## config.mk

```make
export PLATFORM = sky130hd
export DESIGN_NAME = uae_parser
export DESIGN_NICKNAME = d
export VERILOG_FILES = /design/src/rtl/uae_pkg.sv /design/src/rtl/uae_parser.sv
export SDC_FILE = /design/constraint.sdc
export NUM_CORES = 1
export LEC_CHECK = 0
export BUFFER_PORTS_ARGS = -buffer_cell sky130_fd_sc_hd__buf_2
export CAP_MARGIN = 40
export CORE_ASPECT_RATIO = 1.25
export CORE_MARGIN = 4
export CORE_UTILIZATION = 56
export DETAILED_ROUTE_END_ITERATION = 12
export GPL_ROUTABILITY_DRIVEN = 0
export PLACE_DENSITY = 0.79
export SKIP_CTS_REPAIR_TIMING = 1
export SYNTH_ARGS = -nofsm -noshare
export SYNTH_HDL_FRONTEND = slang
export SYNTH_SLANG_ARGS = --single-unit
```

## constraint.sdc

```tcl
create_clock -name clk -period 5.3 [get_ports clk]
set_input_delay 0.53 -clock clk [delete_from_list [all_inputs] [get_ports clk]]
set_output_delay 0.53 -clock clk [all_outputs]
set_load 0.02 [all_outputs]
```

## src/rtl/uae_pkg.sv

```systemverilog
// Types, codes and pattern tables shared by the User-Agent extractor.
package uae_pkg;

	localparam int CFG_INDEX_BITS = 2;
	localparam int CFG_DATA_BITS  = 13;
	localparam int MIN_LEN_BITS   = 8;

	localparam logic [CFG_INDEX_BITS-1:0] CFG_MIN_PAYLOAD_LEN = 2'd0;
	localparam logic [CFG_INDEX_BITS-1:0] CFG_MAX_AGENT_LEN   = 2'd1;

	localparam logic [MIN_LEN_BITS-1:0] MIN_PAYLOAD_RST = 8'd16;
	localparam int                      MAX_AGENT_RST   = 256;

	localparam logic [7:0] CH_CR = 8'h0D;
	localparam logic [7:0] CH_LF = 8'h0A;

	localparam logic [3:0] HTTP_LEN = 4'd4;
	localparam logic [3:0] UA_LEN   = 4'd12;

	// method match progress: G, GE / P, PO, POS
	localparam logic [3:0] M_IDLE = 4'd0;
	localparam logic [3:0] M_G    = 4'd1;
	localparam logic [3:0] M_GE   = 4'd2;
	localparam logic [3:0] M_P    = 4'd5;
	localparam logic [3:0] M_PO   = 4'd6;
	localparam logic [3:0] M_POS  = 4'd7;

	typedef enum logic [2:0] {
		PH_METHOD  = 3'd0,
		PH_FIRST   = 3'd1,
		PH_HEADERS = 3'd2,
		PH_AGENT   = 3'd3,
		PH_DONE    = 3'd4,
		PH_FAILED  = 3'd5
	} phase_t;

	typedef enum logic [2:0] {
		ST_OK          = 3'd0,
		ST_SHORT       = 3'd1,
		ST_METHOD      = 3'd2,
		ST_NO_LINE_END = 3'd3,
		ST_NO_HTTP     = 3'd4,
		ST_UNTERM      = 3'd5,
		ST_NO_AGENT    = 3'd6,
		ST_NON_ASCII   = 3'd7
	} status_t;

	function automatic logic [7:0] http_char(input logic [1:0] k);
		logic [7:0] c;
		unique case (k)
			2'd0: c = "H";
			2'd1: c = "T";
			2'd2: c = "T";
			2'd3: c = "P";
		endcase
		return c;
	endfunction

	function automatic logic [7:0] ua_char(input logic [3:0] k);
		logic [7:0] c;
		unique case (k)
			4'd0:    c = "U";
			4'd1:    c = "s";
			4'd2:    c = "e";
			4'd3:    c = "r";
			4'd4:    c = "-";
			4'd5:    c = "A";
			4'd6:    c = "g";
			4'd7:    c = "e";
			4'd8:    c = "n";
			4'd9:    c = "t";
			4'd10:   c = ":";
			4'd11:   c = " ";
			default: c = 8'h00;
		endcase
		return c;
	endfunction

endpackage

```

## src/rtl/uae_parser.sv

```systemverilog
// Per-packet parse state and the one-byte next-state and verdict logic.
module uae_parser import uae_pkg::*; #(
	parameter int POSITION_BITS = 16,
	parameter int LENGTH_BITS   = 12
) (
	input  logic                     clk,
	input  logic                     arst_n,
	input  logic                     step,
	input  logic [7:0]               data_byte,
	input  logic                     last_byte,
	input  logic [MIN_LEN_BITS-1:0]  min_len,
	input  logic [LENGTH_BITS-1:0]   cap,
	output status_t                  status,
	output logic [POSITION_BITS-1:0] agent_start,
	output logic [LENGTH_BITS-1:0]   agent_length
);

	localparam int W  = (POSITION_BITS > LENGTH_BITS) ? POSITION_BITS : LENGTH_BITS;
	localparam int MW = (POSITION_BITS > MIN_LEN_BITS) ? POSITION_BITS : MIN_LEN_BITS;
	localparam logic [POSITION_BITS-1:0] POS_MAX = '1;

	phase_t                   phase_q, phase_n;
	logic [3:0]               prog_q, prog_n;
	logic [POSITION_BITS-1:0] bpos_q, bpos_n;
	logic                     cr_q;
	logic [POSITION_BITS-1:0] fstart_q, fstart_n;
	logic [LENGTH_BITS-1:0]   flen_q, flen_n;
	logic                     nona_q, nona_n;
	status_t                  fail_q, fail_n;

	logic                     crlf;
	logic [3:0]               http_adv;
	logic [3:0]               ua_adv;
	logic [W-1:0]             pos_w, fs_w, cap_w, len_w, diff_w;

	assign crlf   = cr_q && (data_byte == CH_LF);
	assign bpos_n = (bpos_q != POS_MAX) ? bpos_q + POSITION_BITS'(1) : bpos_q;

	assign http_adv = (data_byte == http_char(prog_q[1:0])) ? prog_q + 4'd1 :
		(data_byte == http_char(2'd0)) ? 4'd1 : 4'd0;
	assign ua_adv = (data_byte == ua_char(prog_q)) ? prog_q + 4'd1 :
		(data_byte == ua_char(4'd0)) ? 4'd1 : 4'd0;

	assign pos_w  = W'(bpos_q);
	assign fs_w   = W'(fstart_q);
	assign cap_w  = W'(cap);
	assign diff_w = pos_w - fs_w;
	assign len_w  = (bpos_q > fstart_q) ? diff_w - W'(1) : '0;

	always_comb begin
		phase_n  = phase_q;
		prog_n   = prog_q;
		fstart_n = fstart_q;
		flen_n   = flen_q;
		nona_n   = nona_q;
		fail_n   = fail_q;
		unique case (phase_q)
			PH_METHOD: begin
				priority if (prog_q == M_IDLE && data_byte == "G")
					prog_n = M_G;
				else if (prog_q == M_IDLE && data_byte == "P")
					prog_n = M_P;
				else if (prog_q == M_G && data_byte == "E")
					prog_n = M_GE;
				else if (prog_q == M_P && data_byte == "O")
					prog_n = M_PO;
				else if (prog_q == M_PO && data_byte == "S")
					prog_n = M_POS;
				else if ((prog_q == M_GE || prog_q == M_POS) && data_byte == "T") begin
					prog_n  = M_IDLE;
					phase_n = PH_FIRST;
				end else begin
					fail_n  = ST_METHOD;
					phase_n = PH_FAILED;
				end
			end
			PH_FIRST: begin
				priority if (crlf) begin
					if (prog_q == HTTP_LEN) begin
						phase_n  = PH_HEADERS;
						prog_n   = '0;
						fstart_n = bpos_n;
					end else begin
						fail_n  = ST_NO_HTTP;
						phase_n = PH_FAILED;
					end
				end else if (prog_q < HTTP_LEN)
					prog_n = http_adv;
				else
					prog_n = prog_q;
			end
			PH_HEADERS: begin
				if (crlf) begin
					prog_n   = '0;
					fstart_n = bpos_n;
				end else if (ua_adv == UA_LEN) begin
					prog_n   = '0;
					phase_n  = PH_AGENT;
					fstart_n = bpos_n;
				end else
					prog_n = ua_adv;
			end
			PH_AGENT: begin
				if (crlf) begin
					flen_n  = (len_w > cap_w) ? cap : LENGTH_BITS'(len_w);
					phase_n = PH_DONE;
				end else if (bpos_q >= fstart_q && diff_w < cap_w && data_byte[7])
					nona_n = 1'b1;
			end
			default: ;
		endcase
	end

	always_comb begin
		priority if (MW'(bpos_n) < MW'(min_len))
			status = ST_SHORT;
		else if (fail_n != ST_OK)
			status = fail_n;
		else if (phase_n == PH_METHOD)
			status = ST_METHOD;
		else if (phase_n == PH_FIRST)
			status = ST_NO_LINE_END;
		else if (phase_n == PH_HEADERS)
			status = (bpos_n == fstart_n) ? ST_NO_AGENT : ST_UNTERM;
		else if (phase_n == PH_AGENT)
			status = ST_UNTERM;
		else
			status = nona_n ? ST_NON_ASCII : ST_OK;
		agent_start  = (status == ST_OK) ? fstart_n : '0;
		agent_length = (status == ST_OK) ? flen_n : '0;
	end

	always_ff @(posedge clk or negedge arst_n) begin
		if (!arst_n) begin
			phase_q  <= PH_METHOD;
			prog_q   <= '0;
			bpos_q   <= '0;
			cr_q     <= 1'b0;
			fstart_q <= '0;
			flen_q   <= '0;
			nona_q   <= 1'b0;
			fail_q   <= ST_OK;
		end else if (step) begin
			if (last_byte) begin
				phase_q  <= PH_METHOD;
				prog_q   <= '0;
				bpos_q   <= '0;
				cr_q     <= 1'b0;
				fstart_q <= '0;
				flen_q   <= '0;
				nona_q   <= 1'b0;
				fail_q   <= ST_OK;
			end else begin
				phase_q  <= phase_n;
				prog_q   <= prog_n;
				bpos_q   <= bpos_n;
				cr_q     <= (data_byte == CH_CR);
				fstart_q <= fstart_n;
				flen_q   <= flen_n;
				nona_q   <= nona_n;
				fail_q   <= fail_n;
			end
		end
	end

endmodule

```

=== After elaboration in Yosys (flattened, before gate mapping) ===
Memories as Yosys holds them, arrays and structs flattened.
Cells that the tools add are included.

* Memories: 1
* Input bits: 32
* Register bits: 56
* Latch bits: 0
* Output and inout port bits: 31
* Memory bits (writable): 0
* Memory bits (read-only): 112
* Word-level logic and storage cells: 140

* Muxes and demuxes: 69
* Eq/ne operators: 33
* Bitwise operators: 0
* Reductions and logical operators: 19
* $lt $le $gt $ge: 6
* Add/sub/neg operators: 4
* Multipliers: 0
* Shift operators: 0
* Divide/modulo/power cells: 0

{| class="wikitable"
|+ Memory list
! memory !! depth !! bits a word !! rd ports !! clocked after memory_dff !! wr ports !! RTL line !! text
|-
| (no name shown) || 16 || 7 || 1 || 0 || 0 || uae_pkg.sv:61 || <nowiki>unique case (k)</nowiki>
|}

{| class="wikitable"
|+ Operators with widths
! cell !! count
|-
| 2-to-1 mux 16 bit || 9
|-
| 2-to-1 mux 3 bit || 28
|-
| equality test 8 x 7 -> 1 bit, second input constant || 8
|-
| 2-to-1 mux 12 bit || 5
|-
| 2-to-1 mux 4 bit || 14
|-
| one-hot mux 16 bit (2 select lines) || 1
|-
| one-hot mux 8 bit (3 select lines) || 1
|-
| adder 16 x 1 -> 16 bit, second input constant || 1
|-
| equality test 16 bit || 1
|-
| equality test 4 x 3 -> 1 bit, second input constant || 4
|-
| equality test 8 x 4 -> 1 bit, second input constant || 2
|-
| equality test 8 bit || 2
|-
| >= comparator 16 bit || 1
|-
| greater-than comparator 16 x 12 -> 1 bit || 1
|-
| greater-than comparator 16 bit || 1
|-
| less-than comparator 16 x 12 -> 1 bit || 1
|-
| less-than comparator 16 x 8 -> 1 bit || 1
|-
| != test 16 bit, second input constant || 1
|-
| subtractor 16 x 1 -> 16 bit, second input constant || 1
|-
| subtractor 16 bit || 1
|-
| equality test 3 x 2 -> 1 bit, second input constant || 4
|-
| one-hot mux 3 bit (4 select lines) || 1
|-
| one-hot mux 4 bit (3 select lines) || 1
|-
| logical AND 1 bit || 9
|-
| other kinds (21) || 32
|}

=== Logic depth before layout (Yosys ltp) ===
Gate-level depths: netlist (run 1).

* Depth after elaboration: 19
* Mapped depth: 23

=== Worst setup path before layout (run 1) ===
OpenSTA, ideal clock, no wires.

* Path type: register to output
* From: register bpos_q[0]
* To: output agent_length[10]
* Slack: -0.431 ns
* Path buffers: 2
* Cell stages (with the launch flop): 22
* Arrival time: 5.201 ns
* Path through: dfrtp_1 > inv_1 > ha_1 > fa_1 > nand2b_1 > a211oi_2 > nor2_8 > xnor2_2 > or4_4 > or4_1 > a21oi_1 > ha_1 > and4_1 > nand2_1 > nor3_1 > o21bai_1 > o41a_1 > nand2_1 > clkbuf_1 > clkbuf_1 > a41oi_1 > a21oi_1

* Longest elaborated chain between the ends: 16

{| class="wikitable"
|+ RTL lines
! item !! RTL line !! text
|-
| start, declared || uae_parser.sv:24 || <nowiki>logic [POSITION_BITS-1:0] bpos_q, bpos_n;</nowiki>
|-
| start signal, assigned || uae_parser.sv:156 || <nowiki>bpos_q <= bpos_n;</nowiki>
|-
| subtractor 16 bit || uae_parser.sv:47 || <nowiki>assign diff_w = pos_w - fs_w;</nowiki>
|-
| less-than comparator 16 x 12 -> 1 bit || uae_parser.sv:107 || <nowiki>end else if (bpos_q >= fstart_q && diff_w < cap_w && data_byte[7])</nowiki>
|-
| logical AND 1 bit (2 in series) || uae_parser.sv:107 ||
|-
| 2-to-1 mux 1 bit || uae_parser.sv:107 ||
|-
| 2-to-1 mux 1 bit || uae_parser.sv:104 || <nowiki>if (crlf) begin</nowiki>
|-
| 2-to-1 mux 1 bit || uae_parser.sv:57 || <nowiki>unique case (phase_q)</nowiki>
|-
| 2-to-1 mux 3 bit || uae_parser.sv:128 || <nowiki>status = nona_n ? ST_NON_ASCII : ST_OK;</nowiki>
|-
| 2-to-1 mux 3 bit || uae_parser.sv:125 || <nowiki>else if (phase_n == PH_AGENT)</nowiki>
|-
| 2-to-1 mux 3 bit || uae_parser.sv:123 || <nowiki>else if (phase_n == PH_HEADERS)</nowiki>
|-
| 2-to-1 mux 3 bit || uae_parser.sv:121 || <nowiki>else if (phase_n == PH_FIRST)</nowiki>
|-
| 2-to-1 mux 3 bit || uae_parser.sv:119 || <nowiki>else if (phase_n == PH_METHOD)</nowiki>
|-
| 2-to-1 mux 3 bit || uae_parser.sv:117 || <nowiki>else if (fail_n != ST_OK)</nowiki>
|-
| 2-to-1 mux 3 bit || uae_parser.sv:115 || <nowiki>priority if (MW'(bpos_n) < MW'(min_len))</nowiki>
|-
| zero test 3 bit || uae_parser.sv:130 || <nowiki>agent_length = (status == ST_OK) ? flen_n : '0;</nowiki>
|-
| 2-to-1 mux 12 bit (*) || uae_parser.sv:130 ||
|-
| end, declared || uae_parser.sv:15 || <nowiki>output logic [LENGTH_BITS-1:0] agent_length</nowiki>
|}

Every way passes the cells marked *; elsewhere a longest branch is shown, timed or not.

=== Worst setup path in the final report (run 1) ===
* From: register fstart_q[0], in the netlist fs_w[0]
* To: output agent_length[7]

* Longest elaborated chain between the ends: 16

{| class="wikitable"
|+ RTL lines
! item !! RTL line !! text
|-
| start, declared || uae_parser.sv:26 || <nowiki>logic [POSITION_BITS-1:0] fstart_q, fstart_n;</nowiki>
|-
| start signal, assigned || uae_parser.sv:158 || <nowiki>fstart_q <= fstart_n;</nowiki>
|-
| subtractor 16 bit || uae_parser.sv:47 ||
|-
| less-than comparator 16 x 12 -> 1 bit || uae_parser.sv:107 ||
|-
| logical AND 1 bit (2 in series) || uae_parser.sv:107 ||
|-
| 2-to-1 mux 1 bit || uae_parser.sv:107 ||
|-
| 2-to-1 mux 1 bit || uae_parser.sv:104 ||
|-
| 2-to-1 mux 1 bit || uae_parser.sv:57 ||
|-
| 2-to-1 mux 3 bit || uae_parser.sv:128 ||
|-
| 2-to-1 mux 3 bit || uae_parser.sv:125 ||
|-
| 2-to-1 mux 3 bit || uae_parser.sv:123 ||
|-
| 2-to-1 mux 3 bit || uae_parser.sv:121 ||
|-
| 2-to-1 mux 3 bit || uae_parser.sv:119 ||
|-
| 2-to-1 mux 3 bit || uae_parser.sv:117 ||
|-
| 2-to-1 mux 3 bit || uae_parser.sv:115 ||
|-
| zero test 3 bit || uae_parser.sv:130 ||
|-
| 2-to-1 mux 12 bit (*) || uae_parser.sv:130 ||
|}

Marks and branches as above.

==> results.txt, run 1 <==
Slew Viols, Final -> 0
Cts bufs inserted -> 5
DRC viols -> 0
ANT cells -> 0
Clock Skew -> 13.4 ps
CP arrival -> 5140 ps
TNS Setup -> -4130 ps
Post-route design area -> 8630 sq um
Fmax -> 176 MHz
Io pins -> 63
EDFF count, synth -> 0
Vias in the first global route -> 7686
Max H-tree Level -> 2
Largest net degree at the start of global routing -> 57
Routed WL per cell -> 19.2 um
Critical Path Source Type -> flip-flop
Reg2Reg Depth -> 19
Ys Warns -> 0
Die area -> 14800 sq um
Mapped Cells -> 983
Post-synth top flop -> dfrtp_1
Most common cell in the synthesized netlist -> o21ai_0
Maxcap violations -> 0
Die width -> 109 um
Area of placed instances -> 8230 sq um
First-pass DRT Iterations -> 5
Pre-CTS setup slack -> -61.6 ps
Reg2reg end -> flen_q[8]
VDD IR-drop max -> 545 uV
Number of synthesized register bits -> 56
First-pass GRT wire length -> 38100 um
DPL Wire Length -> 18200 um
Remaining Overflow, GRT -> 0
Slew headroom -> 0.477
Reg2Reg Launch Point -> fs_w[0]
Syn avg cell area -> 7.33 sq um
Die height -> 135 um
HP Class -> primary input to asynchronous set/reset pin
Top cell type's share of synthesized area -> 0.194
Seq/Total Area, Yosys -> 0.194
Minimum clock period -> 5670 ps
Hold Vio Cnt, Final -> 0
Failing checks -> setup timing
Critical path data required time -> 4770 ps
Area delta synth->final -> 19.7%
Largest cells by area after synthesis -> dfrtp_1 (19%), ha_1 (9.5%), o21ai_0 (6.8%)
Initial Util -> 0.569
CTS Root Cell -> clkbuf_16
Post-Syn Area -> 7210 sq um
DR vias -> 8441
Leading area contributor after synthesis -> dfrtp_1
Measured slew at the worst slew-check pin -> 774 ps
Via density -> 6.77
Share of layout cells above drive strength 1 -> 0.201
Post-synth ARST share -> 1.00
Unique masters post-synth -> 75
Iter 0 DRT Violations -> 884
Worst setup path class -> flip-flop to output port
Synth cell count leaders -> o21ai_0 (98), inv_1 (78), nand2_1 (75), a21oi_1 (73), nor2_1 (68)
Pwr Total -> 3320 uW
Rows -> 46
Sink Count -> 56
ANT nets after route -> 0
Mapped Nets -> 1071
Status -> finished with violations
Worst R2R Setup Slack -> 130 ps
GRT Util Overall -> 0.317
CORE AREA -> 12700 sq um
NumNets Final -> 1166
Leakage power -> 0.00382 uW
Clock transition at path regs -> 80 ps
Crit Path Max Fanout -> 8
Period utilisation layout -> 1.07
CTS tree -> done
Setup crit end kind -> output port
Insertion delay to the later sink of the worst-skew pair -> 310 ps
# port buffers -> 62
Max clock buf depth -> 2
Final setup fails -> 12
Routed WL -> 23900 um
RSZ-0062 raised after global routing -> yes
Initial antenna violation count -> 0
Setup WS post-layout -> -366 ps
PD cells -> 385 nW/um^2
## layout by cell type, fill, tap and decap left out, types with 17 or more instances in the layout
master | synthesis | layout
a21oi_1 | 73 | 60
and3_1 | 22 | 22
buf_2 | 3 | 55
buf_4 | 0 | 78
dfrtp_1 | 56 | 54
ha_1 | 55 | 53
inv_1 | 78 | 77
nand2_1 | 75 | 71
nand3_1 | 29 | 27
nand4_1 | 17 | 17
nor2_1 | 68 | 68
nor3_1 | 31 | 29
o21ai_0 | 98 | 97
o22ai_1 | 22 | 22
xnor2_1 | 19 | 19
## routing by layer
| layer | track usage | part of all wire |
|---|---|---|
| met5 | 0 | 0 |
| met4 | 0.116 | 0.043 |
| met1 | 0.422 | 0.39 |
| met2 | 0.520 | 0.47 |
| met3 | 0.0416 | 0.091 |
## report_power, final
group	switching (uW)	total, uW	internal [uW]
combinational	1450	2400	954
clock	175	398	223
sequential	58.7	523	464
## per-stage QoR
step,util,hold slack [ps],std cells
detailed placement,0.650,497,1232
finish,0.681,367,1247
floorplan,-,234,983
global placement,0.648,471,1229
global route,0.681,440,1247
CTS,0.663,398,1240
## how the worst max path moves through the flow
stage | start | endpoint | cells past startpoint
after floorplan | bpos_q[0] | agent_length[10] | 21
after global placement | bpos_q[0] | agent_length[7] | 21
after detailed placement | bpos_q[0] | agent_length[8] | 21
after CTS | bpos_q[0] | agent_length[8] | 21
after global routing | bpos_q[0] | agent_length[7] | 21
final | fs_w[0] | agent_length[7] | 20
## state kept, by name, indices dropped and copies added, names as in the netlist
signal	count
fs_w	16
phase_q	3
flen_q	12
cr_q	1
bpos_q	16
nona_q	1
prog_q	4
fail_q	3
## cells by family after synthesis
family / synth area share
buf+inv: 0.0713
flops: 0.194
mux: 0.0200
simple gates: 0.241
compound gates: 0.339
fa+ha+maj: 0.0982
xor+xnor: 0.0363
## layout make-up
cell class,count,area [sq um]
well taps,168,210
multi-input cells,796,5580
clock inverters,3,42.5
fillers,1034,4040
repair buffers,141,972
inverters,78,293
flip-flops and latches,56,1400
clock buffers,5,125
## worst max-delay path, cell delays in order (launching register included)
cell	delay, ps
dfrtp_1	410
ha_4	180
fa_2	370
nand2b_4	170
a211oi_4	340
nor2_8	50
xnor2_2	150
or4_4	520
or4_4	550
a21oi_4	200
ha_4	150
and4_4	230
nand2_4	70
nor3_2	150
o21bai_4	170
nand2_2	80
or3_4	490
buf_12	170
a41oi_2	140
a21oi_2	80
buf_4	160
No activity file was read; power rests on OpenSTA's default activity.
==> run 2, diff against run 1 <==
Settings changed: CORE_UTILIZATION 56 to 57, CTS_BUF_LIST set to sky130_fd_sc_hd__clkbuf_4 sky130_fd_sc_hd__clkbuf_8, PLACE_DENSITY 0.79 to 0.8.
==> results.txt, run 2 (same netlist as run 1, synthesis figures left out) <==
Area delta synth->final -> 18.8%
ANT nets after route -> 0
Initial antenna violation count -> 0
Initial Util -> 0.587
Slew Viols, Final -> 0
Setup crit end kind -> output port
Share of layout cells above drive strength 1 -> 0.204
Insertion delay to the later sink of the worst-skew pair -> 330 ps
Critical path data required time -> 4770 ps
Remaining Overflow, GRT -> 0
RSZ-0062 raised after global routing -> yes
Slew headroom -> 0.485
CP arrival -> 5170 ps
Post-route design area -> 8560 sq um
# fillers -> 1005
Die height -> 134 um
First-pass DRT Iterations -> 6
CTS tree -> done
DR vias -> 8537
Area of placed instances -> 8250 sq um
DPL Wire Length -> 18400 um
Clock transition at path regs -> 120 ps
Die width -> 109 um
Max clock buf depth -> 2
Clock Skew -> 22.1 ps
Maxcap violations -> 0
Leakage power -> 0.00380 uW
Most frequent cells in the layout -> o21ai_0 (96), buf_4 (83), inv_1 (77), nand2_1 (71), nor2_1 (68)
Fmax -> 175 MHz
Worst hold slack -> 305 ps
Routed WL per cell -> 19.7 um
Worst setup path class -> flip-flop to output port
Iter 0 DRT Violations -> 1077
Setup WS post-layout -> -399 ps
Vias in the first global route -> 7710
PD cells -> 382 nW/um^2
Final setup fails -> 12
Commonest non-fill, non-tap cell in the layout -> o21ai_0
GRT Util Overall -> 0.319
NumNets Final -> 1171
HP Class -> primary input to asynchronous set/reset pin
Cts bufs inserted -> 5
Rows -> 45
Failing checks -> setup timing
CORE AREA -> 12300 sq um
# port buffers -> 62
Crit Path Max Fanout -> 6
Largest net degree at the start of global routing -> 57
Max H-tree Level -> 2
Sink Count -> 56
Io pins -> 63
CTS Root Cell -> clkbuf_8
Via density -> 6.85
Measured slew at the worst slew-check pin -> 752 ps
First-pass GRT wire length -> 37800 um
Hold Vio Cnt, Final -> 0
Critical Path Source Type -> flip-flop
Routed WL -> 24500 um
VDD IR-drop max -> 366 uV
Minimum clock period -> 5700 ps
ANT cells -> 0
Die area -> 14500 sq um
Status -> finished with violations
Period utilisation layout -> 1.08
DRC viols -> 0
TNS Setup -> -4210 ps
==> run 2: path summary, 6_finish.rpt <==
path | start | endpoint | slack, ps | depth (start not counted)
max reg2reg | bpos_q[0] | flen_q[10] | 150 | 20
max in group asynchronous | arst_n | flen_q[7] | 4430 | 2
max | bpos_q[0] | agent_length[8] | -400 | 21
min reg2reg | cr_q | cr_q | 510 | 1
min in group clk | cap[8] | flen_q[8] | 490 | 2
min | arst_n | fs_w[10] | 300 | 2
==> run 2: area by class of cell <==
cell class	instances	area (sq um)	share of cell area
Clock buffer	5	68.8	0.00804
Multi-Input combinational cell	796	5580	0.652
Clock inverter	2	12.5	0.00146
Timing Repair Buffer	146	1000	0.117
Sequential cell	56	1400	0.164
Tap cell	164	205	0.0240
Inverter	78	293	0.0342
==> run 2: per-layer routing <==
layer / global-route usage / vias up / share of wire / wire length (um)
li1: - / 3932 / - / -
met1: 0.415 / 3961 / 0.40 / 9730
met2: 0.532 / 531 / 0.47 / 11600
met3: 0.0460 / 113 / 0.088 / 2150
met4: 0.119 / 0 / 0.043 / 1050
met5: 0 / - / 0 / 0
==> run 2: metrics by stage <==
step / utilization / instances / power [uW] / setup WS (ps)
finish: 0.698 / 1247 / 3270 / -399
global route: 0.698 / 1247 / 3470 / -572
CTS: 0.678 / 1239 / 2990 / -407
detailed placement: 0.672 / 1232 / 2740 / -35.6
global placement: 0.671 / 1231 / 2680 / 59.3
floorplan: - / 983 / 2020 / 78.3
==> run 2: power breakdown <==
part / leakage, uW / total, uW / switching [uW] / internal (uW)
clock network: 0.0000400 / 242 / 152 / 90.3
registers: 0.000771 / 526 / 62.4 / 464
logic: 0.00299 / 2500 / 1520 / 984
total: 0.00380 / 3270 / 1730 / 1540
==> run 2: critical path: stages, from the launching register on <==
cell and delay, ps:
dfrtp_1 380, inv_2 60, ha_4 160, fa_2 330, nand2b_4 170, a211oi_4 360, nor2_8 70, xnor2_2 140
or4_4 560, or4_4 450, a21oi_4 200, ha_4 230, and4_4 190, a21oi_4 150, nand2_2 80, o21bai_4 150
nand2_2 90, or3_4 490, buf_12 160, a41oi_2 200, a21oi_2 70, buf_4 160
